### config.mk
export PLATFORM = sky130hd
export DESIGN_NAME = stable_priority_queue_flat
export DESIGN_NICKNAME = d
export VERILOG_FILES = /design/src/hdl/spq_pkg.sv /design/src/hdl/spq_req_if.sv /design/src/hdl/spq_rsp_if.sv /design/src/hdl/stable_priority_queue.sv /design/src/hdl/spq_ram.sv /design/src/hdl/spq_ctrl.sv /design/src/hdl/spq_datapath.sv /design/src/flat_wrapper.sv
export SDC_FILE = /design/constraint.sdc
export NUM_CORES = 1
export LEC_CHECK = 0
export BUFFER_PORTS_ARGS = -buffer_cell sky130_fd_sc_hd__buf_2
export CORE_ASPECT_RATIO = 0.5
export CORE_MARGIN = 1.5
export CORE_UTILIZATION = 45
export DETAILED_ROUTE_END_ITERATION = 16
export GPL_ROUTABILITY_DRIVEN = 0
export PLACE_DENSITY = 0.62
export SETUP_SLACK_MARGIN = 0.5
export SYNTH_ARGS = -nofsm -noshare
export SYNTH_HDL_FRONTEND = slang
export SYNTH_SLANG_ARGS = --single-unit
### constraint.sdc
create_clock -name clk -period 18.95 [get_ports clk]
set_input_delay 0.9475 -clock clk [delete_from_list [all_inputs] [get_ports clk]]
set_output_delay 0.9475 -clock clk [all_outputs]
set_load 0.03 [all_outputs]
### src/hdl/spq_pkg.sv
// Shared types and constants for the stable priority queue.
// No dependencies; every other file of the block but spq_ram uses it.
package spq_pkg;

    localparam int WORD_W = 32;
    localparam int OP_W   = 2;
    localparam int OCC_W  = 5;

    typedef enum logic [OP_W-1:0] {
        OP_ENQUEUE = 2'd0,
        OP_DEQUEUE = 2'd1,
        OP_PEEK    = 2'd2,
        OP_CLEAR   = 2'd3
    } op_t;

    typedef enum logic [2:0] {
        ST_IDLE,
        ST_EXEC,
        ST_SCAN,
        ST_PLACE,
        ST_HEAD_RD,
        ST_HEAD_WAIT,
        ST_RESP
    } state_t;

    // Store write source and target (logical positions, head is zero)
    typedef enum logic [1:0] {
        WR_NONE,
        WR_NEW_ZERO,
        WR_NEW_ABOVE,
        WR_SHIFT_UP
    } wr_cmd_t;

    typedef enum logic [1:0] {
        RD_NONE,
        RD_LAST,
        RD_PREV,
        RD_HEAD
    } rd_cmd_t;

    typedef struct packed {
        logic    take;
        wr_cmd_t wr;
        rd_cmd_t rd;
        logic    set_ok;
        logic    ok_val;
        logic    cnt_inc;
        logic    pop;
        logic    clr;
        logic    head_zero;
        logic    head_cap;
        logic    out_load;
    } spq_cmd_t;

    typedef struct packed {
        logic in_valid;
        op_t  op;
        logic full;
        logic empty;
        logic idx_zero;
        logic keep;
        logic out_free;
    } spq_status_t;

endpackage

### src/hdl/spq_req_if.sv
// Request channel: operation, data word and priority with valid/ready.
// Depends on spq_pkg.
interface spq_req_if;
    import spq_pkg::*;

    logic                     valid;
    logic                     ready;
    logic [OP_W-1:0]          operation;
    logic signed [WORD_W-1:0] data_in;
    logic signed [WORD_W-1:0] priority_in;

    modport source (output valid, operation, data_in, priority_in, input ready);
    modport sink   (input valid, operation, data_in, priority_in, output ready);
endinterface

### src/hdl/spq_rsp_if.sv
// Response channel: status, head word and occupancy with valid/ready.
// Depends on spq_pkg.
interface spq_rsp_if;
    import spq_pkg::*;

    logic                     valid;
    logic                     ready;
    logic                     accepted;
    logic signed [WORD_W-1:0] head_data;
    logic [OCC_W-1:0]         occupancy;
    logic                     is_empty;

    modport source (output valid, accepted, head_data, occupancy, is_empty, input ready);
    modport sink   (input valid, accepted, head_data, occupancy, is_empty, output ready);
endinterface

### src/hdl/stable_priority_queue.sv
// Stable priority queue of up to DEPTH words, highest priority first and equal
// priorities in arrival order, stored as a sorted ring in one RAM. Each request
// yields one response word. An enqueue into a nonempty queue scans from tail to
// head, moving each entry of lower priority up by one with one RAM read and one
// write per step, until a compare stops the scan or the word is written at the
// head. One request is worked at a time; a new one is accepted in the cycle after
// the last response is loaded, even while that response waits.
// Depends on spq_pkg, spq_req_if, spq_rsp_if, spq_ctrl and spq_datapath.
module stable_priority_queue #(
    parameter int DEPTH = 16
) (
    input  logic      clk,
    input  logic      rst_n,
    spq_req_if.sink   request,
    spq_rsp_if.source response
);
    import spq_pkg::*;

    spq_cmd_t    cmd;
    spq_status_t status;

    spq_ctrl u_ctrl (
        .clk    (clk),
        .rst_n  (rst_n),
        .status (status),
        .cmd    (cmd)
    );

    spq_datapath #(
        .DEPTH (DEPTH)
    ) u_datapath (
        .clk      (clk),
        .rst_n    (rst_n),
        .request  (request),
        .response (response),
        .cmd      (cmd),
        .status   (status)
    );
endmodule

### src/hdl/spq_ram.sv
// Generic single-write, single-read RAM with registered read data.
// No dependencies.
module spq_ram #(
    parameter int WIDTH = 64,
    parameter int DEPTH = 16
) (
    input  logic                     clk,
    input  logic                     wr_en,
    input  logic [$clog2(DEPTH)-1:0] wr_addr,
    input  logic [WIDTH-1:0]         wr_data,
    input  logic                     rd_en,
    input  logic [$clog2(DEPTH)-1:0] rd_addr,
    output logic [WIDTH-1:0]         rd_data
);
    logic [WIDTH-1:0] mem [DEPTH];
    logic [WIDTH-1:0] rd_data_reg;

    always_ff @(posedge clk)
    begin
        if (wr_en)
        begin
            mem[wr_addr] <= wr_data;
        end
        if (rd_en)
        begin
            rd_data_reg <= mem[rd_addr];
        end
    end

    assign rd_data = rd_data_reg;
endmodule

### src/hdl/spq_ctrl.sv
// Sequencer for the queue: decodes the operation, steps the insertion scan,
// fetches the new head and hands the word to the response register. Uses spq_pkg.
module spq_ctrl (
    input  logic                clk,
    input  logic                rst_n,
    input  spq_pkg::spq_status_t status,
    output spq_pkg::spq_cmd_t    cmd
);
    import spq_pkg::*;

    state_t state_reg;
    state_t state_next;

    always_ff @(posedge clk or negedge rst_n)
    begin
        if (!rst_n)
        begin
            state_reg <= ST_IDLE;
        end
        else
        begin
            state_reg <= state_next;
        end
    end

    always_comb
    begin
        state_next = state_reg;
        cmd        = '0;
        cmd.wr     = WR_NONE;
        cmd.rd     = RD_NONE;
        case (state_reg)
            ST_IDLE:
            begin
                cmd.take = 1'b1;
                if (status.in_valid)
                begin
                    state_next = ST_EXEC;
                end
            end
            ST_EXEC:
            begin
                cmd.set_ok = 1'b1;
                state_next = ST_HEAD_RD;
                case (status.op)
                    OP_ENQUEUE:
                    begin
                        cmd.ok_val = !status.full;
                        if (!status.full)
                        begin
                            if (status.empty)
                            begin
                                cmd.wr      = WR_NEW_ZERO;
                                cmd.cnt_inc = 1'b1;
                            end
                            else
                            begin
                                // walk from the tail toward the head
                                cmd.rd     = RD_LAST;
                                state_next = ST_SCAN;
                            end
                        end
                    end
                    OP_DEQUEUE:
                    begin
                        cmd.ok_val = !status.empty;
                        cmd.pop    = !status.empty;
                    end
                    OP_PEEK:
                    begin
                        cmd.ok_val = !status.empty;
                    end
                    OP_CLEAR:
                    begin
                        cmd.ok_val = 1'b1;
                        cmd.clr    = 1'b1;
                    end
                    default:
                    begin
                        cmd.ok_val = 1'b0;
                    end
                endcase
            end
            ST_SCAN:
            begin
                if (status.keep)
                begin
                    // entry stays: new word lands right behind it
                    cmd.wr      = WR_NEW_ABOVE;
                    cmd.cnt_inc = 1'b1;
                    state_next  = ST_HEAD_RD;
                end
                else
                begin
                    cmd.wr = WR_SHIFT_UP;
                    if (status.idx_zero)
                    begin
                        state_next = ST_PLACE;
                    end
                    else
                    begin
                        cmd.rd = RD_PREV;
                    end
                end
            end
            ST_PLACE:
            begin
                cmd.wr      = WR_NEW_ZERO;
                cmd.cnt_inc = 1'b1;
                state_next  = ST_HEAD_RD;
            end
            ST_HEAD_RD:
            begin
                if (status.empty)
                begin
                    cmd.head_zero = 1'b1;
                    state_next    = ST_RESP;
                end
                else
                begin
                    cmd.rd     = RD_HEAD;
                    state_next = ST_HEAD_WAIT;
                end
            end
            ST_HEAD_WAIT:
            begin
                cmd.head_cap = 1'b1;
                state_next   = ST_RESP;
            end
            ST_RESP:
            begin
                if (status.out_free)
                begin
                    cmd.out_load = 1'b1;
                    state_next   = ST_IDLE;
                end
            end
            default:
            begin
                state_next = ST_IDLE;
            end
        endcase
    end
endmodule

### src/hdl/spq_datapath.sv
// Queue storage as a circular sorted buffer in RAM, with head pointer, count,
// scan index and the response register. Uses spq_pkg, spq_ram and both channels.
module spq_datapath #(
    parameter int DEPTH = 16
) (
    input  logic                 clk,
    input  logic                 rst_n,
    spq_req_if.sink              request,
    spq_rsp_if.source            response,
    input  spq_pkg::spq_cmd_t    cmd,
    output spq_pkg::spq_status_t status
);
    import spq_pkg::*;

    localparam int AW = $clog2(DEPTH);
    localparam int CW = $clog2(DEPTH + 1);
    localparam int EW = 2 * WORD_W;

    op_t                      op_reg;
    logic signed [WORD_W-1:0] word_reg;
    logic signed [WORD_W-1:0] prio_reg;
    logic [AW-1:0]            head_ptr_reg;
    logic [AW-1:0]            head_ptr_next;
    logic [CW-1:0]            count_reg;
    logic [CW-1:0]            count_next;
    logic [AW-1:0]            idx_reg;
    logic [AW-1:0]            idx_next;
    logic                     ok_reg;
    logic [WORD_W-1:0]        head_word_reg;
    logic                     rsp_valid_reg;
    logic                     rsp_valid_next;
    logic                     rsp_accepted_reg;
    logic [WORD_W-1:0]        rsp_head_reg;
    logic [OCC_W-1:0]         rsp_occ_reg;
    logic                     rsp_empty_reg;

    logic                     wr_en;
    logic [AW-1:0]            wr_lidx;
    logic [EW-1:0]            wr_data;
    logic                     rd_en;
    logic [AW-1:0]            rd_lidx;
    logic [EW-1:0]            rd_data;
    logic [31:0]              count_wide;
    logic                     in_take;

    // logical position to RAM address, wrapping around the ring
    function automatic logic [AW-1:0] to_phys(input logic [AW-1:0] head,
                                              input logic [AW-1:0] lidx);
        logic [AW:0] sum;
        sum = {1'b0, head} + {1'b0, lidx};
        if (sum >= (AW+1)'(DEPTH))
        begin
            sum = sum - (AW+1)'(DEPTH);
        end
        return sum[AW-1:0];
    endfunction

    assign in_take       = request.valid && cmd.take;
    assign request.ready = cmd.take;

    always_ff @(posedge clk)
    begin
        if (in_take)
        begin
            op_reg   <= op_t'(request.operation);
            word_reg <= request.data_in;
            prio_reg <= request.priority_in;
        end
    end

    // read side
    always_comb
    begin
        rd_en    = 1'b1;
        rd_lidx  = '0;
        idx_next = idx_reg;
        case (cmd.rd)
            RD_LAST:
            begin
                rd_lidx  = AW'(count_reg - CW'(1));
                idx_next = rd_lidx;
            end
            RD_PREV:
            begin
                rd_lidx  = idx_reg - AW'(1);
                idx_next = rd_lidx;
            end
            RD_HEAD:
            begin
                rd_lidx = '0;
            end
            default:
            begin
                rd_en = 1'b0;
            end
        endcase
    end

    // write side
    always_comb
    begin
        wr_en   = 1'b1;
        wr_lidx = idx_reg + AW'(1);
        wr_data = {prio_reg, word_reg};
        case (cmd.wr)
            WR_NEW_ZERO:
            begin
                wr_lidx = '0;
            end
            WR_NEW_ABOVE:
            begin
                wr_data = {prio_reg, word_reg};
            end
            WR_SHIFT_UP:
            begin
                wr_data = rd_data;
            end
            default:
            begin
                wr_en = 1'b0;
            end
        endcase
    end

    spq_ram #(
        .WIDTH (EW),
        .DEPTH (DEPTH)
    ) u_store (
        .clk     (clk),
        .wr_en   (wr_en),
        .wr_addr (to_phys(head_ptr_reg, wr_lidx)),
        .wr_data (wr_data),
        .rd_en   (rd_en),
        .rd_addr (to_phys(head_ptr_reg, rd_lidx)),
        .rd_data (rd_data)
    );

    always_comb
    begin
        head_ptr_next = head_ptr_reg;
        count_next    = count_reg;
        if (cmd.clr)
        begin
            count_next = '0;
        end
        else if (cmd.pop)
        begin
            count_next    = count_reg - CW'(1);
            head_ptr_next = (head_ptr_reg == AW'(DEPTH - 1)) ? '0 : head_ptr_reg + AW'(1);
        end
        else if (cmd.cnt_inc)
        begin
            count_next = count_reg + CW'(1);
        end
    end

    always_ff @(posedge clk or negedge rst_n)
    begin
        if (!rst_n)
        begin
            head_ptr_reg  <= '0;
            count_reg     <= '0;
            idx_reg       <= '0;
            ok_reg        <= 1'b0;
            rsp_valid_reg <= 1'b0;
        end
        else
        begin
            head_ptr_reg  <= head_ptr_next;
            count_reg     <= count_next;
            idx_reg       <= idx_next;
            rsp_valid_reg <= rsp_valid_next;
            if (cmd.set_ok)
            begin
                ok_reg <= cmd.ok_val;
            end
        end
    end

    always_ff @(posedge clk)
    begin
        if (cmd.head_zero)
        begin
            head_word_reg <= '0;
        end
        else if (cmd.head_cap)
        begin
            head_word_reg <= rd_data[WORD_W-1:0];
        end
    end

    assign count_wide = 32'(count_reg);

    // hold the word until taken; the next operation may already be in flight
    assign rsp_valid_next = cmd.out_load ? 1'b1 : (rsp_valid_reg && !response.ready);

    always_ff @(posedge clk)
    begin
        if (cmd.out_load)
        begin
            rsp_accepted_reg <= ok_reg;
            rsp_head_reg     <= head_word_reg;
            rsp_occ_reg      <= count_wide[OCC_W-1:0];
            rsp_empty_reg    <= (count_reg == '0);
        end
    end

    assign response.valid     = rsp_valid_reg;
    assign response.accepted  = rsp_accepted_reg;
    assign response.head_data = rsp_head_reg;
    assign response.occupancy = rsp_occ_reg;
    assign response.is_empty  = rsp_empty_reg;

    assign status.in_valid = request.valid;
    assign status.op       = op_reg;
    assign status.full     = (count_reg == CW'(DEPTH));
    assign status.empty    = (count_reg == '0);
    assign status.idx_zero = (idx_reg == '0);
    assign status.keep     = ($signed(rd_data[EW-1:WORD_W]) >= prio_reg);
    assign status.out_free = !rsp_valid_reg || response.ready;
endmodule

### src/flat_wrapper.sv
// flat-port wrapper written by rule: the top's interface ports become plain ports
module stable_priority_queue_flat import spq_pkg::*;
#(
    parameter int DEPTH = 16
)
  (clk, rst_n, request_valid, request_operation, request_data_in, request_priority_in, request_ready, response_valid, response_accepted, response_head_data, response_occupancy, response_is_empty, response_ready);
  spq_req_if request_i ();
  spq_rsp_if response_i ();
  input  logic clk;
  input  logic rst_n;
  input wire logic [$bits(request_i.valid)-1:0] request_valid;
  input wire logic [$bits(request_i.operation)-1:0] request_operation;
  input wire logic [$bits(request_i.data_in)-1:0] request_data_in;
  input wire logic [$bits(request_i.priority_in)-1:0] request_priority_in;
  output wire logic [$bits(request_i.ready)-1:0] request_ready;
  output wire logic [$bits(response_i.valid)-1:0] response_valid;
  output wire logic [$bits(response_i.accepted)-1:0] response_accepted;
  output wire logic [$bits(response_i.head_data)-1:0] response_head_data;
  output wire logic [$bits(response_i.occupancy)-1:0] response_occupancy;
  output wire logic [$bits(response_i.is_empty)-1:0] response_is_empty;
  input wire logic [$bits(response_i.ready)-1:0] response_ready;
  assign request_i.valid = request_valid;
  assign request_i.operation = request_operation;
  assign request_i.data_in = request_data_in;
  assign request_i.priority_in = request_priority_in;
  assign request_ready = request_i.ready;
  assign response_valid = response_i.valid;
  assign response_accepted = response_i.accepted;
  assign response_head_data = response_i.head_data;
  assign response_occupancy = response_i.occupancy;
  assign response_is_empty = response_i.is_empty;
  assign response_i.ready = response_ready;
  stable_priority_queue #(.DEPTH(DEPTH)) u_core (.clk(clk), .rst_n(rst_n), .request(request_i), .response(response_i));
endmodule
* Yosys cells after proc, flatten, opt, wreduce, memory -nomap -nowiden *
Memory sizes are Yosys's and may differ from the RTL's. A register that Yosys moved wholly into a read port is not among the register bits.
Index checks and enable logic that the tools add are counted.

storage, ports and cells
  register bits after elaboration = 155
  bits in writable memories = 1024
  output and inout port bits = 41
  memories = 1

memory list
  memory                         words  width  read ports  clocked after memory_dff  write ports  RTL line       RTL
  u_core.u_datapath.u_store.mem  16     64     1           1                         1            spq_ram.sv:15  logic [WIDTH-1:0] mem [DEPTH];

operators by class
  equality and inequality tests = 20
  mux-type cells = 49
  magnitude comparators = 3
  reductions and logical operators = 18
  bitwise gates (word level) = 1
  $add $sub $neg = 9

operators by type and width
  operator                                             count
  two-way mux 64 bit                                   1
  >= comparator 32 bit                                 1
  two-way mux 4 bit                                    6
  two-way mux 3 bit                                    7
  one-hot mux 3 bit (7 select lines)                   1
  two-way mux 1 bit                                    19
  one-hot mux 4 bit (2 select lines)                   2
  two-way mux 5 bit                                    3
  equality test 2 bit, second input constant           6
  two-way mux 2 bit                                    6
  one-hot mux 2 bit (3 select lines)                   2
  subtractor 4 x 1 -> 4 bit, second input constant     3
  adder 4 x 4 -> 5 bit                                 2
  >= comparator 5 bit, second input constant           2
  equality test 3 bit, second input constant           3
  adder 4 x 1 -> 4 bit, second input constant          2
  equality test 2 x 1 -> 1 bit, second input constant  3
  equality test 3 x 2 -> 1 bit, second input constant  2
  one-hot mux 1 bit (3 select lines)                   2
  OR reduction 3 bit                                   2
  adder 5 x 1 -> 5 bit, second input constant          1
  equality test 5 bit, second input constant           1
  zero test 5 bit                                      1
  subtractor 5 x 1 -> 5 bit, second input constant     1
  17 further kinds                                     21

* Logic depth before layout (Yosys ltp) *
  depth in word-level cells = 10
  mapped depth = 20
  mapped depth without buffers = 18

* By module *
From an unflattened synthesis, not the netlist that was laid out.

second synthesis, totals
  cells, all modules = 2233
  area total of the unflattened synthesis = 47742.0 um^2

modules (own cells, without submodules)
  module        cells an instance  area each (um^2)  seq. area each (um^2)  instances
  spq_ram       1647               40222.3           32671.3                1
  spq_datapath  532                7089.3            4169.0                 1
  spq_ctrl      54                 430.4             75.1                   1

* Worst setup path before layout *
OpenSTA, ideal clock, no wires.

  path kind = register to register
  start point = register u_core.u_datapath.count_reg[0]
  end point = memory u_core.u_datapath.u_store.mem[10][0], enable pin
  required time = 18.464 ns
  setup slack = 12.924 ns
  cell stages (with the launch flop) = 11
  arrival = 5.540 ns
  cells stage by stage = dfrtp_1 > inv_1 > ha_1 > or4b_1 > buf_6 > o21ai_4 > nor2_1 > ha_1 > fa_1 > or3b_2 > nor2_1

on the way
  cells in the longest elaborated chain, start to end = 10
  elaborated cells between the ends (all ways) = 18

RTL lines
  item                                                                 RTL line                                 RTL
  from (decl)                                                          spq_datapath.sv:24                       logic [CW-1:0] count_reg;
  from (signal assigned)                                               spq_datapath.sv:170                      count_reg <= count_next;
  zero test 5 bit                                                      spq_datapath.sv:217                      assign status.empty = (count_reg == '0);
  two-way mux 1 bit                                                    spq_ctrl.sv:51                           if (status.empty)
  two-way mux 4 bit *                                                  spq_ctrl.sv:49                           if (!status.full)
  two-way mux 4 bit *                                                  spq_ctrl.sv:45                           case (status.op)
  one-hot mux 2 bit (3 select lines) *                                 spq_ctrl.sv:32                           case (state_reg)
  equality test 2 x 1 -> 1 bit or equality test 2 bit (tied branches)  spq_datapath.sv:105                      case (cmd.wr)
  two-way mux 4 bit or OR reduction 3 bit (tied branches)              -
  adder 4 x 4 -> 5 bit or two-way mux 1 bit (tied branches)            spq_datapath.sv:50, spq_datapath.sv:105
  subtractor 4 x 1 -> 4 bit, or another cell as far along              spq_datapath.sv:53                       sum = sum - (AW+1)'(DEPTH);
  two-way mux 4 bit or two-way mux 1 bit (tied branches)               spq_datapath.sv:51, spq_ram.sv:22
  to (decl)                                                            spq_ram.sv:15

Mark *: on every way between the ends. The rest lies on a longest branch, timed or not.

* Final worst setup path *
  start point = register u_core.u_datapath.u_store.rd_data_reg[49] (netlist: u_core.u_datapath.u_store.rd_data[49]), read port of u_core.u_datapath.u_store.mem
  end point = register u_core.u_datapath.u_store.rd_data_reg[25] (netlist: u_core.u_datapath.u_store.rd_data[25]), read port of u_core.u_datapath.u_store.mem, data pin

on the way
  cells in the longest elaborated chain, start to end = 8
  elaborated cells between the ends (all ways) = 13

RTL lines
  item                                                                 RTL line                                RTL
  from (decl)                                                          spq_ram.sv:16                           logic [WIDTH-1:0] rd_data_reg;
  >= comparator 32 bit *                                               spq_datapath.sv:219                     assign status.keep = ($signed(rd_data[EW-1:WORD_W]) >= prio_reg);
  two-way mux 2 bit *                                                  spq_ctrl.sv:86                          if (status.keep)
  one-hot mux 2 bit (3 select lines) *                                 spq_ctrl.sv:32
  equality test 2 bit or equality test 2 x 1 -> 1 bit (tied branches)  spq_datapath.sv:77                      case (cmd.rd)
  one-hot mux 4 bit (2 select lines)                                   spq_datapath.sv:77
  adder 4 x 4 -> 5 bit                                                 spq_datapath.sv:50                      sum = {1'b0, head} + {1'b0, lidx};
  subtractor 4 x 1 -> 4 bit or >= comparator 5 bit (tied branches)     spq_datapath.sv:53, spq_datapath.sv:51
  two-way mux 4 bit                                                    spq_datapath.sv:51                      if (sum >= (AW+1)'(DEPTH))

Marks and branches as above.
A chain may end at the register's enable or synchronous reset.

==> results.py <==
metrics = {
    "cells_and_area": {
        "utilization_pct": 51.1,
        "fin_nets": 2431,
        "syn_to_final_growth_pct": 12.5,
        "drive_gt1_share_pct": 30.6,
        "fin_area_mm2": 0.0539,
        "largest_reg_flops": 1024,
    },
    "route": {
        "via_count": 21900,
        "viasPerCell": 5.72,
        "drt-initial-drc-count": 1929,
        "final_antenna_net_count": 0,
        "dr.pass1.iters": 5,
        "drc_errors": 0,
        "finalWirelength_mm": 104,
        "routedWlPerCell_um": 27.2,
    },
    "logic_synthesis": {
        "synth_common_cells": "1193 x edfxtp_1, 320 x mux4_2, 91 x nand2_1",
        "yosysMostFrequentCell": "edfxtp_1",
        "yosys-top-cells-area": "edfxtp_1 75%, mux4_2 15%, mux2_2 1.6%",
        "synth_area_mm2": 0.0479,
        "yosys.area.top_type": "edfxtp_1",
        "synth_cells": 2140,
        "syn-num-nets": 2262,
        "synth-edff-count": 1193,
        "synth_seq_area_share_pct": 77.1,
        "synth_cell_type_count": 69,
        "synth_warnings": 0,
        "postSynthAreaPerCell_um2": 22.4,
        "synthFlopType": "edfxtp_1",
        "synth_top_area_share_pct": 74.8,
        "synth.ff_latch_count": 1243,
        "synth_async_sr_flop_share_pct": 1.45,
    },
    "setup_path": {
        "cp.required_ps": 19370,
        "path_class": "reg2reg",
        "timing.rr.start": "u_core.u_datapath.u_store.rd_data[49]",
        "reg2regPathDepth": 16,
        "r2r_slack_ps": 11490,
        "cp-start-kind": "flop",
        "cp_data_arrival_time_ps": 7890,
        "reg2reg_to": "u_core.u_datapath.u_store.rd_data[25]",
        "cp_max_fo": 120,
        "critPathCaptureType": "flop",
    },
    "timing": {
        "setup_viol_count_final": 0,
        "finalHoldViolations": 0,
        "rsz0062_at_grt": "no",
        "finalCritPeriodShare_pct": 39.4,
        "max_freq_ghz": 0.134,
        "skew_ps": 19.5,
        "min_period_ps": 7460,
        "tightest_slew_ps": 1170,
        "maxSlewViolCount": 0,
        "fin_setup_tns_ps": 0,
        "maxSlewHeadroom_pct": 22.1,
    },
    "job": {
        "drv_cap": 0,
    },
    "floorplan": {
        "initial_core_util_pct": 45.5,
        "dieWidth_um": 464,
        "placementRows": 84,
        "die_y_um": 234,
        "core_area_mm2": 0.105,
        "ios": 111,
        "die_area_mm2": 0.109,
    },
    "grt": {
        "grt_antenna_before_repair": 2,
        "grt_use_total_pct": 19.4,
        "gr-total-overflow": 0,
        "grt_pass1_wl_mm": 153,
        "grt_max_degree": 121,
        "grt_pass1_vias": 22700,
    },
    "clock_tree": {
        "cts_sinks": 1243,
        "insertion_delay_ps": 700,
        "cts_tree": "yes",
        "tritoncts.num_buffers": 109,
        "path_clk_slew_ps": 70,
        "cts_hold_buf": 0,
        "root_buffer": "clkbuf_16",
        "cts_setup_buffers": 0,
        "htree_levels": 3,
        "clockBufferDepth": 3,
        "cts_resized": 0,
    },
    "placed_design": {
        "numPortBuffers": 110,
        "hpwlAfterDp_mm": 51.3,
        "placed_area_mm2": 0.0504,
    },
    "power_and_ir_drop": {
        "p_leak_nw": 17.2,
        "ir_drop_mv": 0.274,
        "power_density_mw_per_mm2": 184,
    },
    "status": {
        "outcome": "complete, no violations",
    },
    "hold_path": {
        "hp-class": "in2async",
    },
}
cell families after synthesis:
group	synth area share, %
adder cells (fa/ha/maj)	1.39
multiplexers	16.6
AND/OR/NAND/NOR	2.01
buffers and inverters	1.24
AO/OA/AOI/OAI	1.36
XOR/XNOR	0.290
flip-flops	77.1
routing by layer:
layer / GRT usage, % / vias up / share of wire (%) / wire length, um
li1: - / 9265 / - / -
met1: 28.0 / 11800 / 44 / 46200
met2: 31.6 / 629 / 49 / 50500
met3: 2.91 / 132 / 5.0 / 5230
met4: 4.55 / 2 / 1.9 / 1950
met5: 0 / - / 0.013 / 13
where the power goes:
part,switching (W),total [W],leakage (nW),internal (W)
logic,0.00200,0.00393,4.23,0.00193
clock network,0.000966,0.00219,1.71,0.00122
registers,0.000153,0.00381,11.3,0.00366
total,0.00311,0.00992,17.2,0.00681
worst max-delay path: stages, from the launching register on:
cell and delay (ps):
edfxtp_1 400, ha_1 310, a21oi_1 140, o21ai_0 230, a211oi_1 260, o211ai_1 310
o31ai_1 660, nand4_1 220, a21o_1 230, ha_1 430, a21boi_0 210, ha_4 200
fa_4 1180, buf_4 740, buf_12 650, mux4_2 410, mux4_2 470
cells in the final DEF, fill, tap and decap left out, types with 3 or more instances in the layout:
cell type  Yosys  routed
buf_12         0       3
nor3_1         8       8
nand3b_1       4       4
nand3_1       12      11
bufinv_16      0       8
nor2_1        32      15
dfxtp_1       32      32
nor2_4         0      17
a31oi_1        5       5
o211ai_1       3       3
clkbuf_8       1       6
mux4_2       320     320
xnor2_1        6       5
o21ai_0       15      15
ha_1          50      49
inv_1         44      43
nand4_1       12      12
buf_4          5      43
buf_2          9     110
clkinv_2       0      15
a21oi_1       58      58
a21boi_0       3       3
edfxtp_1    1193    1193
clkbuf_1      60      30
dfrtp_1       18      18
a21o_1         3       3
nand2b_1       6       6
nand2_1       91      91
nor2b_1        7       7
clkinv_1       0      23
xor2_1         8       8
mux2_2        66      66
clkbuf_16      0     113
stage by stage:
stage / cells / power (W) / hold slack [ps] / setup WS, ps
6_report: 3820 / 0.00992 / 196 / 11490
5_1_grt: 3819 / 0.0104 / 199 / 10890
4_1_cts: 3819 / 0.0101 / 162 / 11420
3_3_place_gp: 3617 / 0.00782 / 413 / 11520
3_5_place_dp: 3617 / 0.00787 / 415 / 11450
2_1_floorplan: 2140 / 0.00685 / 408 / 12920
cell type report:
| cell class | count | area [um2] |
|---|---|---|
| clock buffer | 149 | 3020 |
| sequential | 1243 | 36900 |
| timing repair buffer | 156 | 933 |
| clock inverter | 53 | 475 |
| antenna | 1 | 2.50 |
| multi-input combinational | 755 | 10600 |
| tap | 1419 | 1780 |
| inverter | 44 | 168 |
| fill | 8211 | 51500 |
worst max-delay path by stage:
stage	from	to	slack, ps	cells past startpoint
after detailed placement	u_core.u_datapath.u_store.rd_data[49]	u_core.u_datapath.u_store.rd_data[16]	11450	15
after CTS	u_core.u_datapath.u_store.rd_data[49]	u_core.u_datapath.u_store.rd_data[17]	11420	15
after floorplan	u_core.u_datapath.count_reg[0]	u_core.u_datapath.u_store.mem[10][0]	12920	10
final	u_core.u_datapath.u_store.rd_data[49]	u_core.u_datapath.u_store.rd_data[25]	11490	16
after global placement	u_core.u_datapath.u_store.rd_data[49]	u_core.u_datapath.u_store.rd_data[35]	11520	16
after global routing	u_core.u_datapath.u_store.rd_data[49]	u_core.u_datapath.u_store.rd_data[18]	10890	15
Note: power is estimated with default switching activity, not from simulation.
